[config.mk]
export PLATFORM = sky130hd
export DESIGN_NAME = qrt_div
export DESIGN_NICKNAME = d
export VERILOG_FILES = /design/src/rtl/qrt_div.sv
export SDC_FILE = /design/constraint.sdc
export NUM_CORES = 1
export LEC_CHECK = 0
export ABC_AREA = 1
export BUFFER_PORTS_ARGS = -buffer_cell sky130_fd_sc_hd__buf_2
export CORE_ASPECT_RATIO = 1.5
export CORE_MARGIN = 2
export CORE_UTILIZATION = 40
export DETAILED_ROUTE_END_ITERATION = 16
export REMOVE_ABC_BUFFERS = 1
export SYNTH_ARGS = -nofsm -noshare
export SYNTH_HDL_FRONTEND = slang
export SYNTH_SLANG_ARGS = --single-unit
[constraint.sdc]
create_clock -name aclk -period 2.5 [get_ports aclk]
set_input_delay 0.25 -clock aclk [delete_from_list [all_inputs] [get_ports aclk]]
set_output_delay 0.25 -clock aclk [all_outputs]
set_load 0.01 [all_outputs]
[src/rtl/qrt_div.sv]
// Restoring divider, one quotient bit per cycle over a double-width dividend.
// Standalone; used by the top level for every reduction and division.
`default_nettype none
module qrt_div #(
    parameter int W = 32
) (
    input  logic           aclk,
    input  logic           aresetn,
    input  logic           start,
    input  logic [2*W-1:0] num,
    input  logic [W-1:0]   den,
    output logic           done,
    output logic [2*W-1:0] quo,
    output logic [W-1:0]   rem
);
    localparam int CW = $clog2(2 * W + 1);

    logic           busy_reg, busy_next;
    logic           done_reg, done_next;
    logic [CW-1:0]  cnt_reg, cnt_next;
    logic [2*W-1:0] q_reg, q_next;
    logic [W-1:0]   r_reg, r_next;
    logic [W-1:0]   d_reg, d_next;
    logic [W:0]     trial;
    logic [W:0]     diff;

    assign trial = {r_reg, q_reg[2*W-1]};
    assign diff  = trial - {1'b0, d_reg};

    always_comb begin
        busy_next = busy_reg;
        done_next = 1'b0;
        cnt_next  = cnt_reg;
        q_next    = q_reg;
        r_next    = r_reg;
        d_next    = d_reg;
        if (start) begin
            busy_next = 1'b1;
            cnt_next  = CW'(2 * W);
            q_next    = num;
            r_next    = '0;
            d_next    = den;
        end else if (busy_reg) begin
            if (!diff[W]) begin
                r_next = diff[W-1:0];
                q_next = {q_reg[2*W-2:0], 1'b1};
            end else begin
                r_next = trial[W-1:0];
                q_next = {q_reg[2*W-2:0], 1'b0};
            end
            cnt_next = cnt_reg - 1'b1;
            if (cnt_reg == CW'(1)) begin
                busy_next = 1'b0;
                done_next = 1'b1;
            end
        end
    end

    always_ff @(posedge aclk) begin
        if (!aresetn) begin
            busy_reg <= 1'b0;
            done_reg <= 1'b0;
        end else begin
            busy_reg <= busy_next;
            done_reg <= done_next;
        end
    end

    always_ff @(posedge aclk) begin
        cnt_reg <= cnt_next;
        q_reg   <= q_next;
        r_reg   <= r_next;
        d_reg   <= d_next;
    end

    assign done = done_reg;
    assign quo  = q_reg;
    assign rem  = r_reg;
endmodule
`default_nettype wire

; Word level (Yosys, flattened, before mapping)
; Index checks and enable logic that the tools add are counted.
; Widths: inputs -> output; s select.
[op_classes]
n_reduce_logical = 2
bitwise = 2
addsub = 2
mux = 8
n_eq_ne = 1
[ops]
columns = op, n
row1 = $mux 64, 2
row2 = $sub 33x32->33, 1
row3 = $mux 32, 1
row4 = $eq 7x1->1 const B, 1
row5 = $sub 7x1->7 const B, 1
row6 = $mux 1, 5
row7 = $reduce_or 3->1, 1
row8 = $not 1->1, 2
row9 = $reduce_bool 2->1, 1
[word_totals]
wordCells = 21
register_bits = 137
out_inout_bits = 97
inputBits = 99

; Longest topological paths before layout
; Gate-level depths: netlist of run 1.
[logic_depth]
depth_word = 4
ltp_mapped = 18
depth_no_buf = 17

; Worst setup path before layout of run 1
; OpenSTA, ideal clock, no wires.
[synth_timing]
kind = reg-to-reg
from = reg q_reg[63], in the netlist quo[63]
to = reg q_reg[0], in the netlist quo[0] (data pin)
required_time_ns = 2.234
n_path_buf = 1
arrival_time_ns = 2.037
path_stages_with_launch = 17
path_slack_ns = 0.197
setup_ns = 0.266
period_less_slack_ns = 2.303
cell_sequence = edfxtp_1 > inv_1 > ha_1 > fa_1 > inv_1 > nand2_1 > nand2_1 > nand3_1 > nand2_1 > nand2_1 > nand2_2 > nand2_4 > nand2_4 > nand2_2 > nand2_4 > buf_6 > o21ai_1
[synth_between]
elab_chain_len = 4
[synth_rtl]
columns = item, line
row1 = from (decl), 21  ; logic [2*W-1:0] q_reg, q_next;
row2 = from (signal assigned), 71  ; q_reg <= q_next;
row3 = $sub 33x32->33, 28  ; assign diff = trial - {1'b0, d_reg};
row4 = $mux 1, 44  ; if (!diff[W]) begin
row5 = $mux 64, 43  ; end else if (busy_reg) begin
row6 = $mux 64, 37  ; if (start) begin
row7 = named net q_next[0], 21
; The timed path passes the listed nets, and every way through them passes these cells. The select of a mux whose other input is x is not followed.
; A chain may end at the register's enable or synchronous reset.

; Worst setup path after layout of run 1
[layout_timing]
from = reg q_reg[63], in the netlist quo[63]
to = reg r_reg[6], in the netlist rem[6]
[layout_between]
elab_chain_len = 2
[layout_rtl]
columns = item, line
row1 = $sub 33x32->33, 28
row2 = $mux 32, 44
row3 = to (signal assigned), 72  ; r_reg <= r_next;
row4 = to (decl), 22  ; logic [W-1:0] r_reg, r_next;
; Every way passes these cells.

==> run metrics, run 1 <==
number of clock buffers inserted by TritonCTS 17; Fin Setup TNS 0 ns; Final GP Congestion between 0.9 and 1; full die area 22100 um^2; standard cell area after detailed placement 9680 um^2; post-synthesis sequential element count ~140; Worst R2R Setup Slack 0.13 ns; crit path cell chain inv_1, ha_2, fa_2, inv_2, nand2_1, nand2_2, nand3_2, nand2_2, nand2_1, nand2_2, nand2_4, nand2_4, nand2_2, nand2_4, clkbuf_16, nand2_1, nand3_1, nand2_1; total DRC errors in the routed layout 0; Antenna Violating Nets Remaining 0; switching share of power 0.261; final number of hold-violating endpoints 0; vertical die dimension around 180 um; switching power of the nets roughly 1.5 mW; required time at the worst-slack endpoint 2.82 ns; Post-Syn Area per Cell ~7 um^2; top cell types by occurrence after synthesis sky130_fd_sc_hd__nand2_1, sky130_fd_sc_hd__inv_1, sky130_fd_sc_hd__edfxtp_1; xor-xnor portion of the synthesized cell area 0.0168; largest stage delay on the critical path just over 0.4 ns; post-synthesis compound-gate area fraction 0.0219; Worst Path Max Fanout 6; Root Buffer sky130_fd_sc_hd__clkbuf_16; most used flip-flop cell after synthesis sky130_fd_sc_hd__edfxtp_1; fraction of final layout cells sized beyond drive strength 1 0.192; portion of synthesized cell area occupied by the leading cell type 0.345; placed wire-length estimate after detailed placement between 15 and 20 mm; via count roughly 7900; count of flip-flops with a built-in enable after synthesis 96; Post-Synth Simple-Gate Area 0.348; Comb power frac 0.138; Final Slew Violations 0; count of buffers inserted at the top-level ports roughly 200; Cells on Worst Hold Path 1; dominant combinational cell family by area after synthesis simple AND/OR/NAND/NOR gates; antenna diode instance count 0; total clock sinks ~140; Max Root-Sink Buffers 2; count of cells along the worst register-to-register path 18; ratio of total power to cell area 556 nW/um^2; Floorplan Core Area about 20000 um^2; kind of cell with the highest combined delay on the critical path simple AND/OR/NAND/NOR gates; mux cell area share after synthesis 0; worst ir drop on vdd a little under 0.5 mV; post-layout utilization of the core 0.521; TritonCTS clock tree built; row cnt 64; class of the tightest hold or removal check in -> reg; relative slew slack 0.435; DR WL/cell around 14 um; Synth Warn # 0; cell leakage power a little under 6 nW; clock network latency to the later pin of the worst-skew pair between 0.4 and 0.5 ns; share of power burned in the clock network 0.402; Net count, final 1556; endpoints failing setup 0; maximum clock skew at final layout 0.00789 ns; Max-cap violations 0; critical setup path kind reg -> reg; internal power 4.37 mW; data arrival time of the critical path between 2 and 3 ns; number of instances in the synthesized netlist between 1000 and 1500; part of the Yosys area used for sequential elements 0.444; worst slew pin tran about 0.85 ns; most common cell in the synthesized netlist sky130_fd_sc_hd__nand2_1; capturing point of the worst reg2reg path rem[6]; fmax roughly 420 MHz; Total Routing Usage GR 0.221; nature of the critical path endpoint flop; GRT overflow 0; Clock transition at path regs approximately 0.06 ns; share of the clock period used by the worst path 0.947; pin count of the biggest net entering global routing a little under 80; unrepaired setup endpoints after global routing true; post-synthesis cell area approximately 8300 um^2; outcome finished, final reports clean; number of ports placed on the die boundary 196; number of violations reported at the end of detailed-routing iteration 0 around 310; CP Buf/Inv Count 3; H-tree depth 4; kind of start point of the critical path flop; via density per instance 4.63; endpoint of the worst hold path d_reg[21]; first-pass GRT wire length 37.9 mm; design area roughly 11000 um^2; Die Span X about 120 um; cell with the largest stage delay on the worst path sky130_fd_sc_hd__fa_2; Routed WL about 24 mm; FFs w/ async S/R, synth 0; max reg flops 64; Area Overhead vs Synth 27.4%; synthesized-area fraction occupied by adder cells 0.0534; drt first pass iters 4; most area-consuming cells after synthesis sky130_fd_sc_hd__edfxtp_1, sky130_fd_sc_hd__nand2_1, sky130_fd_sc_hd__dfxtp_1; via count of the first global-routing pass roughly 8000; Seq pwr share 0.461; antenna violations before repair 1; post-synthesis cell type with the largest combined area sky130_fd_sc_hd__edfxtp_1; effective utilization at floorplan 0.409; Critical R2R Launch quo[63]; unique cell type count in the Yosys netlist 36; beginning of the worst hold path den[21]; Final Critical Period 2.37 ns
-- power by group through the flow --
| stage | sequential, mW | clock (mW) | combinational [mW] |
|---|---|---|---|
| after floorplan | 2.80 | 0 | 0.378 |
| after global placement | 2.77 | 0 | 0.771 |
| after detailed placement | 2.77 | 0 | 0.778 |
| after CTS | 2.73 | 2.43 | 0.814 |
| after global routing | 2.74 | 2.52 | 0.920 |
| final | 2.72 | 2.37 | 0.814 |
-- cells in the final DEF, fill, tap and decap left out, types with 6 or more instances in the layout --
master / n
sky130_fd_sc_hd__nand2_1: 562
sky130_fd_sc_hd__inv_1: 212
sky130_fd_sc_hd__buf_2: 194
sky130_fd_sc_hd__edfxtp_1: 96
sky130_fd_sc_hd__nand3_1: 55
sky130_fd_sc_hd__nor2_1: 46
sky130_fd_sc_hd__dfxtp_1: 41
sky130_fd_sc_hd__ha_1: 33
sky130_fd_sc_hd__dlygate4sd3_1: 31
sky130_fd_sc_hd__a21oi_1: 22
sky130_fd_sc_hd__clkbuf_16: 19
sky130_fd_sc_hd__nor3_1: 13
sky130_fd_sc_hd__xnor2_1: 13
sky130_fd_sc_hd__buf_4: 12
sky130_fd_sc_hd__inv_2: 8
sky130_fd_sc_hd__nand4_1: 8
sky130_fd_sc_hd__nand2_2: 6
-- layer usage --
metal  GRT usage  routed length [um]  vias to the layer above
li1            -                   -                     4069
met1       0.231                8940                     3509
met2       0.406               12400                      226
met3      0.0625                1610                       54
met4      0.0952                 941                        2
met5           0                  13                        -
-- timing repair --
| item | CTS | global route |
|---|---|---|
| gates resized for setup | 0 | 6 |
| setup endpoints to repair | 0 | 33 |
| buffers inserted | 0 | 3 |
| endpoints found under the hold margin | 31 | 0 |
| hold buffers | 31 | 0 |
-- how the worst max path moves through the flow --
| stage | to | depth (start not counted) | from |
|---|---|---|---|
| detailed placement | rem[16] | 18 | quo[63] |
| global placement | rem[23] | 18 | quo[63] |
| floorplan | quo[0] | 2 | busy_reg |
| finish | rem[6] | 18 | quo[63] |
| global route | rem[22] | 13 | rem[20] |
| CTS | rem[4] | 18 | quo[63] |
-- kinds of logic after synthesis --
group	after synthesis
DFF	137
adders and majority gates	35
buffers and inverters	247
AOI/OAI and AO/OA	34
xor gates and xnor gates	16
and+or+nand+nor	715
-- through the flow --
step                hold WS, ns  std cells  setup slack, ns  power (mW)
floorplan                 0.319       1158           -0.625        3.18
global placement          0.427       1630            0.145        3.54
detailed placement        0.428       1630           0.0710        3.54
CTS                      0.0191       1693           0.0514        5.97
global route             0.0208       1699          -0.0636        6.19
finish                   0.0252       1699            0.133        5.91
-- area by class of cell --
| type | instances | area (um^2) |
|---|---|---|
| inverter | 221 | 830 |
| timing repair buffer | 245 | 1530 |
| fill | 2109 | 9780 |
| clock buffer | 24 | 472 |
| clock inverter | 8 | 73.8 |
| sequential | 137 | 3700 |
| tap | 264 | 330 |
| multi-input combinational | 800 | 3690 |
Note: power is estimated with default switching activity, not from simulation.
==> run 2, diff against run 1 <==
--- a/config.mk
+++ b/config.mk
@@ -5,12 +5,15 @@
 export SDC_FILE = /design/constraint.sdc
 export NUM_CORES = 1
 export LEC_CHECK = 0
-export ABC_AREA = 1
+export ABC_AREA = 0
 export BUFFER_PORTS_ARGS = -buffer_cell sky130_fd_sc_hd__buf_2
+export CELL_PAD_IN_SITES_DETAIL_PLACEMENT = 1
+export CELL_PAD_IN_SITES_GLOBAL_PLACEMENT = 1
 export CORE_ASPECT_RATIO = 1.5
 export CORE_MARGIN = 2
 export CORE_UTILIZATION = 40
 export DETAILED_ROUTE_END_ITERATION = 16
+export PLACE_DENSITY_LB_ADDON = 0.1
 export REMOVE_ABC_BUFFERS = 1
 export SYNTH_ARGS = -nofsm -noshare
 export SYNTH_HDL_FRONTEND = slang
==> run 2 against run 1 <==
  * Largest power group unchanged
  * Sequential share of layout area shrank 1.1 points
  * Setup slack lost 0.67 ns
  * Clock power grew 8.9%
  * Clock-buffer cell count shrank 7
  * Die area shrank 12%
  * Clock skew is essentially flat
  * Sequential power grew 3%
  * Routed wire length shrank 0.16%
  * Register-to-register slack lost 0.67 ns
  * The run now ends with setup timing left
  * Critical path type unchanged
==> run metrics, run 2 <==
maximum clock skew at final layout between 0.007 and 0.008 ns; endpoints failing setup 33; TritonCTS clock tree built; Worst Path Max Fanout 3; antenna violations before repair 1; area occupied by registers ~3700 um^2; post-synthesis sequential element count roughly 140; total clock sinks 137; unique cell type count in the Yosys netlist roughly 60; most used cells in the layout excluding fill and tap cells sky130_fd_sc_hd__buf_2, sky130_fd_sc_hd__buf_4, sky130_fd_sc_hd__edfxtp_1; count of flip-flops with a built-in enable after synthesis 96; number of clock buffers inserted by TritonCTS 17; Final GP Congestion ~0.87; class of the tightest hold or removal check in -> reg; Post-Syn Area per Cell between 10 and 15 um^2; share of the clock period used by the worst path 1.22; post-synthesis cell area 7300 um^2; critical setup path kind reg -> reg; most used flip-flop cell after synthesis sky130_fd_sc_hd__edfxtp_1; count of buffers inserted at the top-level ports approximately 200; DR WL/cell about 19 um; top cell types by occurrence after synthesis sky130_fd_sc_hd__edfxtp_1, sky130_fd_sc_hd__mux2_2, sky130_fd_sc_hd__nor2_1; fmax 329 MHz; leading cell type in the layout, fill and taps excluded sky130_fd_sc_hd__buf_2; part of the Yosys area used for sequential elements 0.507; Floorplan Core Area 17900 um^2; FFs w/ async S/R, synth 0; max reg flops 64; row cnt 60; via density per instance ~5.3; total power after layout between 7 and 8 mW; failing checks setup timing; total DRC errors in the routed layout 0; Area Overhead vs Synth 50.5%; pin count of the biggest net entering global routing 66; design area roughly 11000 um^2; full die area between 15000 and 20000 um^2; final number of hold-violating endpoints 0; share of power burned in the clock network 0.333; Routed WL 23.9 mm; data arrival time of the critical path ~3.3 ns; count of placed standard cells including taps between 1000 and 1500; Max Root-Sink Buffers 2; Clock transition at path regs about 0.07 ns; Antenna Violating Nets Remaining 0; switching power of the nets roughly 2.5 mW; post-synthesis cell type with the largest combined area sky130_fd_sc_hd__edfxtp_1; placed wire-length estimate after detailed placement roughly 16 mm; standard cell area after detailed placement ~9600 um^2; Net count, final 1155; internal power ~5.3 mW; switching share of power 0.318; Comb power frac 0.305; clock network latency to the later pin of the worst-skew pair roughly 0.42 ns; Root Buffer sky130_fd_sc_hd__clkbuf_16; via count of the first global-routing pass approximately 7500; worst slew pin tran around 0.61 ns; cell with the largest stage delay on the worst path sky130_fd_sc_hd__or4b_1; nature of the critical path endpoint flop; Post-Layout Cell Count between 1000 and 1500; effective utilization at floorplan 0.407; kind of start point of the critical path flop; ratio of total power to cell area 705 nW/um^2; cell leakage power 4.98 nW; outcome finished with violations; number of ports placed on the die boundary roughly 200; relative slew slack 0.587; fraction of final layout cells sized beyond drive strength 1 0.502; GRT overflow 0; worst ir drop on vdd around 0.46 mV; worst hold margin around 0.020 ns; Seq pwr share 0.362; Final Slew Violations 0; Max-cap violations 0; largest stage delay on the critical path approximately 0.47 ns; first-pass GRT wire length about 38 mm; number of violations reported at the end of detailed-routing iteration 0 approximately 300; H-tree depth 4; required time at the worst-slack endpoint 2.78 ns; Final WS setup -0.541 ns; Synth Warn # 0; combined area of the multi-input logic cells between 3000 and 4000 um^2; via count roughly 6600; Die Span X between 100 and 150 um; portion of synthesized cell area occupied by the leading cell type 0.395; layout filler cell count 1931; unrepaired setup endpoints after global routing true; most common cell in the synthesized netlist sky130_fd_sc_hd__edfxtp_1; Total Routing Usage GR 0.250; number of instances in the synthesized netlist approximately 650; crit path cell chain inv_2, ha_2, fa_2, nand2b_4, a21oi_4, o21a_2, a31oi_4, o41ai_4, buf_4, xnor2_4, or4b_1, mux2i_1, a2111oi_2; drt first pass iters 6; vertical die dimension around 170 um; most area-consuming cells after synthesis sky130_fd_sc_hd__edfxtp_1, sky130_fd_sc_hd__dfxtp_1, sky130_fd_sc_hd__mux2_2; Final Critical Period a little over 3 ns
run 2: logic make-up after synthesis:
group / after synthesis / share of synthesized area
fa+ha+maj: 35 / 0.0610
flops: 137 / 0.507
buf+inv: 72 / 0.0404
mux: 85 / 0.127
simple gates: 144 / 0.0936
compound gates: 137 / 0.127
xor+xnor: 35 / 0.0430
run 2: final timing paths:
path	start	end	slack [ns]	cells past startpoint
worst min register to register	cnt_reg[1]	cnt_reg[1]	0.52	2
worst max-delay path	quo[63]	rem[25]	-0.54	13
worst max register to register	quo[63]	rem[25]	-0.54	13
worst min-delay path	den[22]	d_reg[22]	0.02	1
run 2: area by class of cell:
class,instances,area share
sequential,137,0.337
inverter,44,0.0150
clock buffer,17,0.0387
antenna,1,0.000228
timing repair buffer,385,0.236
tap,217,0.0247
clock inverter,15,0.0163
multi-input combinational,436,0.332
run 2: through the flow:
stage	util	TNS, ns	setup WS, ns
5_1_grt	0.613	-17.29	-0.622
3_3_place_gp	0.532	-16.44	-0.595
6_report	0.613	-13.97	-0.541
4_1_cts	0.600	-12.41	-0.514
2_1_floorplan	-	-85.76	-1.46
3_5_place_dp	0.532	-19.22	-0.725
run 2: power by group through the flow:
stage / sequential, mW / combinational [mW] / clock (mW)
after global routing: 2.84 / 2.53 / 2.71
after detailed placement: 2.85 / 1.97 / 0
after global placement: 2.84 / 1.90 / 0
final: 2.81 / 2.36 / 2.58
after CTS: 2.81 / 2.19 / 2.62
after floorplan: 2.94 / 0.917 / 0
run 2: what timing repair did:
| action | CTS | global route |
|---|---|---|
| buffers inserted | 10 | 7 |
| gates cloned | 2 | 0 |
| hold endpoints to repair | 28 | 0 |
| endpoints found under the setup margin | 33 | 33 |
| hold buffers | 28 | 0 |
| gates resized for setup | 40 | 36 |
| pin swaps | 28 | 24 |
run 2: critical path, delay by kind of cell (launching register included):
kind            cells  cell delay (ns)
compound gates      5             0.74
xor+xnor            1             0.15
fa+ha+maj           2             0.56
buf+inv             2             0.24
flops               1             0.37
mux                 1             0.20
simple gates        2             0.64
run 2: layer usage:
metal	track usage	vias up	share of wire
met3	0.0661	67	0.053
met4	0.119	0	0.038
met5	0	-	0
met1	0.256	3209	0.37
li1	-	3135	-
met2	0.465	227	0.54
==> run 3, diff against run 2 <==
--- a/config.mk
+++ b/config.mk
@@ -13,6 +13,7 @@
 export CORE_MARGIN = 2
 export CORE_UTILIZATION = 40
 export DETAILED_ROUTE_END_ITERATION = 16
+export MAX_ROUTING_LAYER = met4
 export PLACE_DENSITY_LB_ADDON = 0.1
 export REMOVE_ABC_BUFFERS = 1
 export SYNTH_ARGS = -nofsm -noshare
==> run 3 against run 2 <==
  * The run still ends with setup timing left
  * Hold slack got worse by 0.0095 ns
  * Global-route usage fell by 0.51 points
  * Clock-buffer cell count unchanged
  * Fmax increased by 0.28%
  * Cell area down 2.5%
  * Cell count down 1.2%
  * Register-to-register slack about the same
  * Via count down 2.2%
  * Sequential cell count is the same
  * Critical path depth is the same
  * Sequential share of layout area is 0.85 points higher
  * Non-clock buffer count down 15
  * Critical path type unchanged
  * Critical endpoint unchanged
  * Largest cell class unchanged
  * Highest routed layer unchanged
==> run metrics, run 3 (synthesis gave the netlist of run 2 again) <==
share of power burned in the clock network 0.324; Worst R2R Setup Slack -0.53 ns; fmax approximately 330 MHz; beginning of the worst hold path den[15]; max reg flops 64; total clock sinks between 100 and 150; count of placed standard cells including taps 1175; first-pass GRT wire length 36.3 mm; setup slack after placement -0.717 ns; endpoints failing setup 33; share of the clock period used by the worst path 1.21; internal power between 5 and 6 mW; worst ir drop on vdd 0.409 mV; failing checks setup timing; outcome finished with violations; placed wire-length estimate after detailed placement ~16 mm; Total Routing Usage GR 0.245; number of ports placed on the die boundary ~200; Area Overhead vs Synth 46.8%; ratio of total power to cell area between 600 and 700 nW/um^2; Final WS setup -0.533 ns; count of buffers inserted at the top-level ports ~200; count of cells along the worst register-to-register path 13; Floorplan Core Area about 18000 um^2; Final Slew Violations 0; critical setup path kind reg -> reg; post-layout utilization of the core 0.597; total DRC errors in the routed layout 0; row cnt 60; maximum clock skew at final layout 0.00884 ns; Max-cap violations 0; effective utilization at floorplan 0.407; capturing point of the worst reg2reg path rem[25]; cell leakage power approximately 4.9 nW; Die Span X about 110 um; final number of hold-violating endpoints 0; GRT overflow 0; vertical die dimension between 150 and 200 um; TritonCTS clock tree built; endpoint of the worst hold path d_reg[15]; Root Buffer sky130_fd_sc_hd__clkbuf_16; Antenna Violating Nets Remaining 0; nature of the critical path endpoint flop; class of the tightest hold or removal check in -> reg; number of violations reported at the end of detailed-routing iteration 0 about 220; Routed WL 23.1 mm; required time at the worst-slack endpoint around 2.8 ns; via density per instance between 5 and 6; Final GP Congestion around 0.9; full die area around 19000 um^2; pin count of the biggest net entering global routing 66; antenna violations before repair 1; Post-Layout Cell Count 1237; worst slew pin tran 0.563 ns; via count ~6500; most used cells in the layout excluding fill and tap cells sky130_fd_sc_hd__buf_2, sky130_fd_sc_hd__buf_4, sky130_fd_sc_hd__edfxtp_1; leading cell type in the layout, fill and taps excluded sky130_fd_sc_hd__buf_2; kind of start point of the critical path flop; unrepaired setup endpoints after global routing true; number of clock buffers inserted by TritonCTS 17; Cells on Worst Hold Path 1; relative slew slack 0.624; data arrival time of the critical path 3.31 ns; Final Critical Period about 3 ns; fraction of final layout cells sized beyond drive strength 1 0.486; clock network latency to the later pin of the worst-skew pair roughly 0.42 ns; switching share of power 0.316; Clock transition at path regs about 0.07 ns; switching power of the nets 2.36 mW; drt first pass iters 4; H-tree depth 4; Worst Path Max Fanout 3; Net count, final ~1100; Comb power frac 0.299; via count of the first global-routing pass around 7400; Critical R2R Launch quo[63]; Seq pwr share 0.377; DR WL/cell 18.7 um; Max Root-Sink Buffers 2
==> run 3: cell type report <==
cell class              count  area, um^2
clock inverters            15         131
inverters                  44         165
multi-input cells         436        3570
clock buffers              17         425
well taps                 217         272
flip-flops and latches    137        3700
diodes                      1        2.50
fillers                  1959        7220
repair buffers            370        2440
==> run 3: critical path: stages (launching register included) <==
cell and delay, ns:
sky130_fd_sc_hd__edfxtp_1 0.36, sky130_fd_sc_hd__inv_1 0.06, sky130_fd_sc_hd__ha_2 0.18, sky130_fd_sc_hd__fa_2 0.35, sky130_fd_sc_hd__nand2b_4 0.17, sky130_fd_sc_hd__a21oi_4 0.13, sky130_fd_sc_hd__o21a_2 0.19, sky130_fd_sc_hd__a31oi_4 0.13
sky130_fd_sc_hd__o41ai_4 0.22, sky130_fd_sc_hd__buf_4 0.19, sky130_fd_sc_hd__xnor2_4 0.15, sky130_fd_sc_hd__or4b_4 0.50, sky130_fd_sc_hd__mux2i_2 0.20, sky130_fd_sc_hd__a2111oi_2 0.06
==> run 3: power by group through the flow <==
stage / Sequential [mW] / Clock [mW] / Combinational (mW)
finish: 2.81 / 2.42 / 2.22
global route: 2.84 / 2.56 / 2.40
CTS: 2.81 / 2.48 / 2.11
detailed placement: 2.85 / 0 / 1.97
global placement: 2.84 / 0 / 1.90
floorplan: 2.94 / 0 / 0.917
==> run 3: worst max path at each step <==
stage,from,endpoint,slack [ns],depth (start not counted)
finish,quo[63],rem[25],-0.53,13
global placement,quo[63],rem[28],-0.61,14
floorplan,rem[4],rem[25],-1.46,10
global route,quo[63],rem[25],-0.65,13
CTS,d_reg[0],rem[25],-0.50,12
detailed placement,quo[63],rem[25],-0.72,13
==> run 3: what timing repair did <==
action,CTS,global route
buffers inserted,3,2
gates resized for setup,43,12
hold buffers,23,0
pin swaps,27,14
endpoints found under the setup margin,33,33
cloned,0,3
endpoints found under the hold margin,23,0
==> run 3: per-stage QoR <==
step                hold WS, ns  area (um^2)  total power [mW]  TNS (ns)
finish                   0.0102        10700              7.45    -12.16
global placement          0.426         9570              4.74    -16.74
floorplan                 0.319         7170              3.86    -85.76
CTS                   0.0000251        10600              7.40    -12.74
detailed placement        0.429         9570              4.82    -20.14
global route            0.00209        10700              7.80    -16.67
==> run 3: metal layers <==
layer,track usage,vias to the layer above,wire length [um]
li1,-,3098,-
met1,0.252,3166,8620
met2,0.450,175,12800
met3,0.0546,50,977
met4,0.0901,0,740
met5,-,-,0
